===== src/rtl/cpa_pkg.sv =====
// ----------------------------------------------------------------------------
// cpa_pkg
// types and constants shared by the contiguous page allocator modules
// ----------------------------------------------------------------------------
`default_nettype none

package cpa_pkg;

   // request kinds
   localparam logic OP_ALLOC = 1'b0;
   localparam logic OP_FREE  = 1'b1;

   // response status codes
   localparam logic [1:0] STATUS_OK      = 2'd0;
   localparam logic [1:0] STATUS_NO_ROOM = 2'd1;
   localparam logic [1:0] STATUS_IGNORED = 2'd2;

   // configuration register indexes
   localparam logic CSR_POOL_BASE    = 1'b0;
   localparam logic CSR_PAGES_IN_USE = 1'b1;

   // page mark bits
   typedef logic [1:0] marks_type;
   localparam marks_type MARK_NONE  = 2'b00;
   localparam marks_type MARK_TAKEN = 2'b01;
   localparam marks_type MARK_LAST  = 2'b10;

   typedef struct packed {
      logic        op;
      logic [10:0] page_count;
      logic [31:0] block_address;
   } req_type;

   typedef struct packed {
      logic [1:0]  status;
      logic [31:0] granted_address;
   } rsp_type;

   typedef enum logic [2:0] {
      ST_CLEAR,
      ST_IDLE,
      ST_CHECK,
      ST_SCAN,
      ST_MARK,
      ST_WALK,
      ST_DONE
   } state_type;

   typedef enum logic [2:0] {
      IDX_HOLD,
      IDX_ZERO,
      IDX_INC,
      IDX_ADDR,
      IDX_START
   } idx_op_type;

   // controller to datapath
   typedef struct packed {
      logic       load;
      idx_op_type idx_op;
      logic       run_clr;
      logic       run_step;
      logic       found_load;
      logic       wr_en;
      marks_type  wr_mark;
      logic       res_set;
      logic [1:0] res_code;
      logic       res_grant;
      logic       rsp_push;
   } cmd_type;

   // datapath to controller
   typedef struct packed {
      logic op_free;
      logic bad_count;
      logic bad_addr;
      logic scan_end;
      logic found;
      logic taken;
      logic last;
      logic mark_last;
      logic clr_last;
      logic rsp_free;
   } stat_type;

endpackage

`default_nettype wire


===== src/rtl/cpa_ram.sv =====
// ----------------------------------------------------------------------------
// cpa_ram
// generic single write port, single read port ram with registered read
// ----------------------------------------------------------------------------
`default_nettype none

module cpa_ram #(
   parameter int WIDTH = 2,
   parameter int DEPTH = 1024
) (
   input  wire logic                     clock,
   input  wire logic                     wr_en,
   input  wire logic [$clog2(DEPTH)-1:0] wr_addr,
   input  wire logic [WIDTH-1:0]         wr_data,
   input  wire logic [$clog2(DEPTH)-1:0] rd_addr,
   output      logic [WIDTH-1:0]         rd_data
);

   logic [WIDTH-1:0] mem [DEPTH];
   logic [WIDTH-1:0] rd_data_ff;

   always_ff @(posedge clock) begin
      if (wr_en) begin
         mem[wr_addr] <= wr_data;
      end
      rd_data_ff <= mem[rd_addr];
   end

   assign rd_data = rd_data_ff;

endmodule

`default_nettype wire


===== src/rtl/cpa_ctrl.sv =====
// ----------------------------------------------------------------------------
// cpa_ctrl
// sequencer for the clearing pass, first-fit scan, marking and free walk
// ----------------------------------------------------------------------------
`default_nettype none

module cpa_ctrl (
   input  wire logic              clock,
   input  wire logic              reset,
   input  wire logic              req_valid,
   output      logic              req_ready,
   output      cpa_pkg::cmd_type  cmd,
   input  wire cpa_pkg::stat_type stat
);

   cpa_pkg::state_type state_ff, state_in;

   always_ff @(posedge clock) begin
      if (reset) begin
         state_ff <= cpa_pkg::ST_CLEAR;
      end else begin
         state_ff <= state_in;
      end
   end

   // next state
   always_comb begin
      state_in = state_ff;
      unique case (state_ff)
         cpa_pkg::ST_CLEAR: begin
            if (stat.clr_last) state_in = cpa_pkg::ST_IDLE;
         end
         cpa_pkg::ST_IDLE: begin
            if (req_valid) state_in = cpa_pkg::ST_CHECK;
         end
         cpa_pkg::ST_CHECK: begin
            if (stat.op_free) begin
               state_in = stat.bad_addr ? cpa_pkg::ST_DONE : cpa_pkg::ST_WALK;
            end else begin
               state_in = stat.bad_count ? cpa_pkg::ST_DONE : cpa_pkg::ST_SCAN;
            end
         end
         cpa_pkg::ST_SCAN: begin
            if (stat.scan_end) state_in = cpa_pkg::ST_DONE;
            else if (stat.found) state_in = cpa_pkg::ST_MARK;
         end
         cpa_pkg::ST_MARK: begin
            if (stat.mark_last) state_in = cpa_pkg::ST_DONE;
         end
         cpa_pkg::ST_WALK: begin
            if (stat.scan_end || !stat.taken || stat.last) state_in = cpa_pkg::ST_DONE;
         end
         cpa_pkg::ST_DONE: begin
            if (stat.rsp_free) state_in = cpa_pkg::ST_IDLE;
         end
         default: state_in = cpa_pkg::ST_CLEAR;
      endcase
   end

   // outputs
   always_comb begin
      req_ready      = 1'b0;
      cmd            = '0;
      cmd.idx_op     = cpa_pkg::IDX_HOLD;
      cmd.wr_mark    = cpa_pkg::MARK_NONE;
      cmd.res_code   = cpa_pkg::STATUS_OK;
      unique case (state_ff)
         cpa_pkg::ST_CLEAR: begin
            cmd.wr_en  = 1'b1;
            cmd.idx_op = stat.clr_last ? cpa_pkg::IDX_ZERO : cpa_pkg::IDX_INC;
         end
         cpa_pkg::ST_IDLE: begin
            req_ready = 1'b1;
            cmd.load  = req_valid;
         end
         cpa_pkg::ST_CHECK: begin
            if (stat.op_free) begin
               if (stat.bad_addr) begin
                  cmd.res_set  = 1'b1;
                  cmd.res_code = cpa_pkg::STATUS_IGNORED;
               end else begin
                  cmd.idx_op = cpa_pkg::IDX_ADDR;
               end
            end else begin
               if (stat.bad_count) begin
                  cmd.res_set  = 1'b1;
                  cmd.res_code = cpa_pkg::STATUS_NO_ROOM;
               end else begin
                  cmd.idx_op  = cpa_pkg::IDX_ZERO;
                  cmd.run_clr = 1'b1;
               end
            end
         end
         cpa_pkg::ST_SCAN: begin
            if (stat.scan_end) begin
               cmd.res_set  = 1'b1;
               cmd.res_code = cpa_pkg::STATUS_NO_ROOM;
            end else if (stat.found) begin
               cmd.found_load = 1'b1;
               cmd.idx_op     = cpa_pkg::IDX_START;
            end else begin
               cmd.idx_op   = cpa_pkg::IDX_INC;
               cmd.run_step = 1'b1;
            end
         end
         cpa_pkg::ST_MARK: begin
            cmd.wr_en = 1'b1;
            if (stat.mark_last) begin
               cmd.wr_mark   = cpa_pkg::MARK_TAKEN | cpa_pkg::MARK_LAST;
               cmd.res_set   = 1'b1;
               cmd.res_grant = 1'b1;
            end else begin
               cmd.wr_mark = cpa_pkg::MARK_TAKEN;
               cmd.idx_op  = cpa_pkg::IDX_INC;
            end
         end
         cpa_pkg::ST_WALK: begin
            if (stat.scan_end || !stat.taken) begin
               cmd.res_set = 1'b1;
            end else begin
               cmd.wr_en = 1'b1;
               if (stat.last) cmd.res_set = 1'b1;
               else cmd.idx_op = cpa_pkg::IDX_INC;
            end
         end
         cpa_pkg::ST_DONE: begin
            cmd.rsp_push = stat.rsp_free;
         end
         default: begin
            cmd.idx_op = cpa_pkg::IDX_HOLD;
         end
      endcase
   end

endmodule

`default_nettype wire


===== src/rtl/cpa_dp.sv =====
// ----------------------------------------------------------------------------
// cpa_dp
// page mark store, index and run counters, range checks and result registers
// ----------------------------------------------------------------------------
`default_nettype none

module cpa_dp #(
   parameter int MAX_PAGES  = 1024,
   parameter int PAGE_SHIFT = 12
) (
   input  wire logic             clock,
   input  wire logic             reset,
   input  wire cpa_pkg::req_type req_data,
   input  wire logic             csr_valid,
   input  wire logic             csr_index,
   input  wire logic [31:0]      csr_data,
   input  wire logic             rsp_ready,
   output      logic             rsp_valid,
   output      cpa_pkg::rsp_type rsp_data,
   input  wire cpa_pkg::cmd_type cmd,
   output      cpa_pkg::stat_type stat
);

   localparam int AW = $clog2(MAX_PAGES);
   localparam int NW = $clog2(MAX_PAGES + 1);
   localparam int CW = (NW > 11) ? NW : 11;
   localparam int SW = NW + PAGE_SHIFT;
   localparam int EW = ((SW > 32) ? SW : 32) + 1;

   // configuration
   logic [31:0] pool_base_ff;
   logic [10:0] pages_ff;

   always_ff @(posedge clock) begin
      if (reset) begin
         pool_base_ff <= '0;
         pages_ff     <= '0;
      end else if (csr_valid) begin
         if (csr_index == cpa_pkg::CSR_POOL_BASE) pool_base_ff <= csr_data;
         else pages_ff <= csr_data[10:0];
      end
   end

   // request capture
   logic          op_ff;
   logic [10:0]   count_ff;
   logic [31:0]   addr_ff;
   logic [NW-1:0] n_ff, n_in;

   assign n_in = (CW'(pages_ff) > CW'(MAX_PAGES)) ? NW'(MAX_PAGES) : NW'(pages_ff);

   always_ff @(posedge clock) begin
      if (cmd.load) begin
         op_ff    <= req_data.op;
         count_ff <= req_data.page_count;
         addr_ff  <= req_data.block_address;
         n_ff     <= n_in;
      end
   end

   // free range check
   logic [31:0]   offset;
   logic [NW-1:0] addr_idx;
   logic [EW-1:0] end_addr;

   assign offset   = addr_ff - pool_base_ff;
   assign addr_idx = NW'(offset >> PAGE_SHIFT);
   assign end_addr = EW'(pool_base_ff) + (EW'(n_ff) << PAGE_SHIFT);

   // page index, run length, found run
   logic [NW-1:0] idx_ff, idx_in;
   logic [NW-1:0] run_ff, run_in;
   logic [NW-1:0] start_ff, start_in;
   logic [NW-1:0] end_ff;
   cpa_pkg::marks_type rd_mark;
   logic          taken;

   assign taken    = (rd_mark & cpa_pkg::MARK_TAKEN) != cpa_pkg::MARK_NONE;
   assign start_in = idx_ff + NW'(1) - NW'(count_ff);

   always_comb begin
      idx_in = idx_ff;
      case (cmd.idx_op)
         cpa_pkg::IDX_ZERO:  idx_in = '0;
         cpa_pkg::IDX_INC:   idx_in = idx_ff + NW'(1);
         cpa_pkg::IDX_ADDR:  idx_in = addr_idx;
         cpa_pkg::IDX_START: idx_in = start_in;
         default:            idx_in = idx_ff;
      endcase
   end

   always_comb begin
      run_in = run_ff;
      if (cmd.run_clr) run_in = '0;
      else if (cmd.run_step) run_in = taken ? '0 : run_ff + NW'(1);
   end

   always_ff @(posedge clock) begin
      if (reset) begin
         idx_ff <= '0;
      end else begin
         idx_ff <= idx_in;
      end
   end

   always_ff @(posedge clock) begin
      run_ff <= run_in;
      if (cmd.found_load) begin
         start_ff <= start_in;
         end_ff   <= idx_ff;
      end
   end

   // read address follows the next index so data lines up with idx_ff
   cpa_ram #(
      .WIDTH ($bits(cpa_pkg::marks_type)),
      .DEPTH (MAX_PAGES)
   ) u_marks (
      .clock   (clock),
      .wr_en   (cmd.wr_en),
      .wr_addr (idx_ff[AW-1:0]),
      .wr_data (cmd.wr_mark),
      .rd_addr (idx_in[AW-1:0]),
      .rd_data (rd_mark)
   );

   // result and output register
   logic [1:0]       res_code_ff;
   logic [31:0]      res_addr_ff;
   logic [31:0]      grant_addr;
   logic             rsp_valid_ff, rsp_valid_in;
   cpa_pkg::rsp_type rsp_data_ff;

   assign grant_addr = pool_base_ff + 32'(SW'(start_ff) << PAGE_SHIFT);

   always_ff @(posedge clock) begin
      if (cmd.res_set) begin
         res_code_ff <= cmd.res_code;
         res_addr_ff <= cmd.res_grant ? grant_addr : '0;
      end
      if (cmd.rsp_push) begin
         rsp_data_ff.status          <= res_code_ff;
         rsp_data_ff.granted_address <= res_addr_ff;
      end
   end

   always_comb begin
      rsp_valid_in = rsp_valid_ff;
      if (cmd.rsp_push) rsp_valid_in = 1'b1;
      else if (rsp_ready) rsp_valid_in = 1'b0;
   end

   always_ff @(posedge clock) begin
      if (reset) begin
         rsp_valid_ff <= 1'b0;
      end else begin
         rsp_valid_ff <= rsp_valid_in;
      end
   end

   assign rsp_valid = rsp_valid_ff;
   assign rsp_data  = rsp_data_ff;

   // status to the controller
   always_comb begin
      stat.op_free   = op_ff == cpa_pkg::OP_FREE;
      stat.bad_count = (count_ff == '0) || (CW'(count_ff) > CW'(n_ff));
      stat.bad_addr  = (addr_ff == '0) || (addr_ff < pool_base_ff) ||
                       (EW'(addr_ff) >= end_addr);
      stat.scan_end  = idx_ff >= n_ff;
      stat.found     = !taken && (CW'(run_ff) + CW'(1) == CW'(count_ff));
      stat.taken     = taken;
      stat.last      = (rd_mark & cpa_pkg::MARK_LAST) != cpa_pkg::MARK_NONE;
      stat.mark_last = idx_ff == end_ff;
      stat.clr_last  = idx_ff == NW'(MAX_PAGES - 1);
      stat.rsp_free  = !rsp_valid_ff || rsp_ready;
   end

endmodule

`default_nettype wire


===== src/rtl/contiguous_page_allocator.sv =====
// ----------------------------------------------------------------------------
// contiguous_page_allocator
// first-fit allocator of runs of contiguous pages
// ----------------------------------------------------------------------------
// Every page of the pool holds a taken mark and a last-of-block mark in a
// MAX_PAGES entry ram that is read and written one page per cycle. After
// reset the block runs a clearing pass, with req_ready low, that frees every
// page; csr writes are taken at any time. An allocate transaction scans the
// pages from index 0 one per cycle until it finds the first run of
// page_count free pages or reaches the pool end, and writes a found run one
// page per cycle; a count of 0 or above the pool is answered without a scan.
// A free transaction walks from the addressed page one page per cycle until
// it clears a last page, meets a free page or reaches the pool end; an
// ignored address is answered without a walk. One transaction is in work at
// a time; the finished response sits in an output register, so the next
// request is taken while the response waits for rsp_ready.
// ----------------------------------------------------------------------------
`default_nettype none

module contiguous_page_allocator #(
   parameter int MAX_PAGES  = 1024,
   parameter int PAGE_SHIFT = 12
) (
   input  wire logic             clock,
   input  wire logic             reset,
   // request channel
   input  wire logic             req_valid,
   output      logic             req_ready,
   input  wire cpa_pkg::req_type req_data,
   // response channel
   output      logic             rsp_valid,
   input  wire logic             rsp_ready,
   output      cpa_pkg::rsp_type rsp_data,
   // configuration write channel
   input  wire logic             csr_valid,
   output      logic             csr_ready,
   input  wire logic             csr_index,
   input  wire logic [31:0]      csr_data
);

   cpa_pkg::cmd_type  cmd;
   cpa_pkg::stat_type stat;

   // registers are plain flops, always writable
   assign csr_ready = 1'b1;

   // sequencer: clearing pass, scan, mark, walk, response hand-off
   cpa_ctrl u_ctrl (
      .clock     (clock),
      .reset     (reset),
      .req_valid (req_valid),
      .req_ready (req_ready),
      .cmd       (cmd),
      .stat      (stat)
   );

   // mark store, counters, range checks, output register
   cpa_dp #(
      .MAX_PAGES  (MAX_PAGES),
      .PAGE_SHIFT (PAGE_SHIFT)
   ) u_dp (
      .clock     (clock),
      .reset     (reset),
      .req_data  (req_data),
      .csr_valid (csr_valid),
      .csr_index (csr_index),
      .csr_data  (csr_data),
      .rsp_ready (rsp_ready),
      .rsp_valid (rsp_valid),
      .rsp_data  (rsp_data),
      .cmd       (cmd),
      .stat      (stat)
   );

endmodule

`default_nettype wire


===== config.mk =====
export PLATFORM = sky130hd
export DESIGN_NAME = contiguous_page_allocator
export DESIGN_NICKNAME = d
export VERILOG_FILES = /design/src/rtl/cpa_pkg.sv /design/src/rtl/cpa_ram.sv /design/src/rtl/cpa_ctrl.sv /design/src/rtl/cpa_dp.sv /design/src/rtl/contiguous_page_allocator.sv
export SDC_FILE = /design/constraint.sdc
export NUM_CORES = 2
export LEC_CHECK = 0
export ABC_AREA = 1
export BUFFER_PORTS_ARGS = -buffer_cell sky130_fd_sc_hd__buf_2
export CORE_ASPECT_RATIO = 1.2
export CORE_MARGIN = 2
export CORE_UTILIZATION = 50
export CTS_CLUSTER_DIAMETER = 200
export DETAILED_ROUTE_END_ITERATION = 6
export PLACE_DENSITY = 0.63
export SYNTH_ARGS = -nofsm -noshare
export SYNTH_HDL_FRONTEND = slang
export SYNTH_HIERARCHICAL = 1
export SYNTH_SLANG_ARGS = --single-unit

===== constraint.sdc =====
create_clock -name clock -period 16.2 [get_ports clock]
set_clock_uncertainty 0.1 [all_clocks]
set_input_delay 2.43 -clock clock [delete_from_list [all_inputs] [get_ports clock]]
set_output_delay 2.43 -clock clock [all_outputs]
set_load 0.02 [all_outputs]

* After elaboration in Yosys (flattened, before gate mapping)
Memory sizes are Yosys's and may differ from the RTL's. A register that Yosys moved wholly into a read port is not among the register bits.
Cells that the tools add are included.
** Storage, ports and cells
- Word-level logic and storage cells :: 117
- Input bits :: 82
- Bits in latches :: 0
- Bits in writable memories :: 2048
- Register bits :: 214
- Memories :: 1
- Memory bits (read-only) :: 0
** Memories
- u_dp.u_marks.mem :: words 1024, width 2, read ports 1, clocked after memory_dff 1, write ports 1, RTL line cpa_ram.sv:19 : logic [WIDTH-1:0] mem [DEPTH];
** Operators by class
- Order comparisons :: 5
- Add/sub/neg operators :: 6
- Div/mod/pow operators :: 0
- Multiply operators :: 0
- Reductions and logical operators :: 18
- Muxes and demuxes :: 50
- Shifts and indexed selects :: 0
- Bitwise gates (word level) :: 1
- Equal/unequal tests :: 19
** Operators with widths (number)
- two-way mux 3 bit :: 17
- one-hot mux 11 bit (4 select lines) :: 1
- adder 32 x 23 -> 33 bit :: 1
- greater-or-equal comparator 32 x 33 -> 1 bit :: 1
- adder 32 x 23 -> 32 bit :: 1
- zero test 32 bit :: 1
- < comparator 32 bit :: 1
- subtractor 23 bit :: 1
- adder 11 x 1 -> 11 bit, second input constant :: 2
- == test 11 bit :: 2
- one-hot mux 3 bit (7 select lines) :: 1
- two-way mux 2 bit :: 10
- two-way mux 1 bit :: 16
- one-hot mux 3 bit (5 select lines) :: 1
- == test 3 x 2 -> 1 bit, second input constant :: 4
- == test 3 bit, second input constant :: 4
- == test 11 x 10 -> 1 bit, second input constant :: 1
- greater-or-equal comparator 11 bit :: 1
- greater-than comparator 11 bit :: 1
- greater-than comparator 11 bit, second input constant :: 1
- zero test 11 bit :: 1
- two-way mux 11 bit :: 1
- subtractor 11 bit :: 1
- == test 3 x 1 -> 1 bit, second input constant :: 2
- other kinds (16) :: 26

* Longest topological paths before layout
- Depth after elaboration :: 8
- Depth in mapped cells :: 46

* Hierarchy
Netlist, hierarchy kept.
** By module, submodules not included
- cpa_ram :: area each 86953.4 um2, times used 1, cells an instance 7976, sequential area each 61539.0 um2
- cpa_dp :: area each 12811.0 um2, times used 1, cells an instance 1561, sequential area each 5675.4 um2
- cpa_ctrl :: area each 437.9 um2, times used 1, cells an instance 83, sequential area each 60.1 um2
- contiguous_page_allocator :: area each 11.3 um2, times used 1, cells an instance 2, sequential area each 0.0 um2

* Worst setup path after synthesis
No wires, ideal clock.
- Path type :: register to register
- From :: register u_ctrl.state_ff[1]
- To :: memory u_dp.u_marks.mem[0][0], data pin
- Slack :: 2.024 ns
- Buffers on the path :: 0
- Period minus slack after synthesis :: 14.176 ns
- Required time :: 13.600 ns
- Arrival :: 11.576 ns
- Stages on the path, launching flop included :: 4
- Cells stage by stage :: dfxtp_1 nor2_2 nand2_2 inv_1
** RTL lines
- from (decl) :: RTL line cpa_ctrl.sv:16 : cpa_pkg::state_type state_ff, state_in;
- from (signal assigned) :: RTL line cpa_ctrl.sv:20 : state_ff <= cpa_pkg::ST_CLEAR;
- from (signal assigned) :: RTL line cpa_ctrl.sv:22 : state_ff <= state_in;
- to (decl) :: RTL line cpa_ram.sv:19

==> results.py <==
metrics = {
    "die": {
        "fp.dieArea_mm2": 0.2040,
        "die_h_um": 494.4,
        "row_count": 180,
        "fp.dieW_um": 412.7,
        "io_pins": 119,
        "initial_core_util_pct": 50.17,
        "core_mm2": 0.1998,
    },
    "critical_path": {
        "worst-path-buf-inv": 7,
        "crit_top_cell": "nand3_1",
        "cp_slowest_stage_delay_ns": 0.97,
        "arrival_ns": 11.43,
        "cp-end-kind": "flip-flop",
        "worstSetupPathType": "flip-flop to flip-flop",
        "rrSetupSlack_ns": 5.49,
        "critPathTopFamily": "buffers and inverters",
        "critPathRequiredTime_ns": 16.92,
        "critical_path_peak_fanout": 212,
        "startpoint_type": "flip-flop",
        "cp_slowest_cell": "buf_4",
    },
    "synthesis": {
        "synth_area_mm2": 0.1002,
        "synthCells": 9622,
        "syn_avg_cell_area_um2": 10.42,
        "synthesis.nets": 9815,
        "synth_seq_cells": 2264,
        "yosysUniqueCellTypes": 60,
        "ys_warn_count": 6,
        "seq_area_frac_synth_pct": 67.13,
    },
    "detailed_routing": {
        "drc": 0,
        "routedWlPerCell_um": 23.76,
        "wl_mm": 291.1,
        "postRouteAntennaNets": 0,
        "vias": 71932,
        "first_iter_violations": 8013,
        "via_per_inst": 5.872,
        "firstDrtPassIters": 7,
    },
    "cells_and_area": {
        "drive_gt1_share_pct": 6.808,
        "final_cell_mix": "nand2_1 (2491), edfxtp_1 (2193), nand3_1 (2142)",
        "fin_nets": 9611,
        "synthToLayoutAreaGrowth_pct": 9.310,
        "final_common_cell": "nand2_1",
    },
    "sta": {
        "rsz0062_at_grt": "no",
        "max_freq_mhz": 93.38,
        "timing.hold.ws_ns": 0.3182,
        "tns_ns": 0,
        "finalHoldViolCount": 0,
        "fin_crit_sh_pct": 66.11,
        "final-setup-viol-count": 0,
        "relSlewSlack_pct": 12.04,
        "final_max_slew_viol_count": 0,
        "fin_crit_ns": 10.71,
        "worst_slew_pin_slew_ns": 1.319,
    },
    "cts": {
        "cts_buffer_depth": 3,
        "cts_setup_buffers": 0,
        "clk_pin_slew_ns": 0.06,
        "cts_tree": "yes",
        "clockRootBuffer": "clkbuf_16",
        "cts_sinks": 2264,
        "clkLatencyLatePin_ns": 0.88,
        "cts.hold.buffers_added": 0,
        "numCtsBuffers": 216,
        "cts_htree_levels": 4,
        "ctsResizeCount": 0,
    },
    "global_routing": {
        "grt_max_degree": 277,
        "grtUsageTotal_pct": 28.23,
        "antenna_found_initial": 6,
        "grt_pass1_vias": 69814,
        "grt_pass1_wl_mm": 429.8,
        "overflow": 0,
    },
    "pwr": {
        "p_leak_nw": 38.12,
        "power_mw": 24.40,
        "ir_drop_mv": 0.3194,
        "p_per_area_mw_per_mm2": 222.8,
    },
    "placed_design": {
        "gp_congestion": 0.9044,
        "numPortBuffers": 117,
        "dp_hpwl_mm": 159.5,
    },
    "worst_hold_path": {
        "hp-class": "flip-flop to flip-flop",
    },
    "flow_run": {
        "cap_violations": 0,
    },
    "run_status": {
        "status": "complete, no violations",
    },
}
logic make-up (layout without fill, tap and decap cells):
family / after synthesis / count (layout) / synth area share, %
adder cells (fa/ha/maj): 111 / 111 / 1.408
AO/OA/AOI/OAI: 219 / 219 / 1.295
XOR/XNOR: 41 / 41 / 0.3658
AND/OR/NAND/NOR: 5989 / 5989 / 25.47
buffers and inverters: 997 / 981 / 4.325
flip-flops: 2264 / 2264 / 67.13
other: 1 / 5 / 0.003742
routing by layer:
metal	global-route usage (%)	vias to the layer above	wire length, um
li1	-	32814	-
met1	36.37	35349	112800
met2	47.11	3127	139900
met3	4.049	638	23450
met4	13.36	4	15000
met5	0	-	34
path summary, 6_finish.rpt:
path	to	from	cells past startpoint
setup / recovery	u_dp/u_marks/rd_data[1]	u_dp/n_ff[0]	42
hold / removal	u_dp/rsp_data[17]	u_dp/res_addr_ff[17]	0
hold reg to reg	u_dp/rsp_data[17]	u_dp/res_addr_ff[17]	0
setup reg to reg	u_dp/u_marks/rd_data[1]	u_dp/n_ff[0]	42
area by class of cell:
cell class	count	area, um^2
fill	17060	90220
antenna	4	10.01
sequential	2264	67270
multi-input combinational	6361	28810
clock inverter	145	1588
clock buffer	261	5604
inverter	324	1290
tap	2639	3302
timing repair buffer	251	1667
cell usage after synthesis (all sizes together):
cell         number  area [um^2]
nor4             15        121.4
nor2           1210         4564
a21oi           100        504.2
o41ai             1        8.760
a31oi             1        6.260
nand4            31        193.9
a211oi           42        315.3
fa                3        60.06
and3              2        12.51
a21boi            4        30.03
nand2          2516         9454
xor2             28        252.8
buf             391         2048
edfxtp         2193        65850
o21bai            4        30.03
ha              108         1351
a21o              2        15.01
a31o              1        8.760
o31ai             2        15.01
o21ai            47        239.0
o21a              5        37.54
or2               6        37.53
dlygate4sd1       1        8.760
inv             322         1211
nor3             35        190.2
nand3          2153        10810
and2             11        68.82
o22ai             1        6.260
conb              1        3.750
o211ai            2        20.02
xnor2            13        113.9
nand3b           10        75.07
dfxtp            71         1421
clkinv            2        7.510
a221oi            4        35.03
o221ai            1        8.760
o2111ai           2        17.52
clkbuf          281         1059
per-stage QoR:
stage	utilization (%)	cell area, um^2	setup WS [ns]	instances
2_1_floorplan	-	100200	2.024	9622
3_3_place_gp	51.23	102300	5.996	11839
3_5_place_dp	51.23	102300	5.790	11839
4_1_cts	54.83	109500	5.743	12245
5_1_grt	54.83	109500	4.648	12246
6_report	54.84	109500	5.491	12249
power breakdown:
group / total, mW / internal (mW) / switching (mW)
Combinational: 12.5 / 3.34 / 9.14
Clock: 5.15 / 2.88 / 2.26
Sequential: 6.78 / 6.71 / 0.0707
Total: 24.4 / 12.9 / 11.5
state kept, by name (all words and copies together) (netlist names), 2 cells and up:
register	count
u_dp/res_addr_ff	32
u_dp/count_ff	11
u_ctrl/state_ff	3
u_dp/run_ff	11
u_dp/end_ff	11
u_dp/res_code_ff	2
u_dp/pool_base_ff	32
u_dp/pages_ff	11
u_dp/idx_ff	11
u_dp/n_ff	11
u_dp/rsp_data	34
u_dp/u_marks/mem	2048
u_dp/start_ff	11
u_dp/u_marks/rd_data	2
u_dp/addr_ff	32
Note: power is estimated with default switching activity, not from simulation.
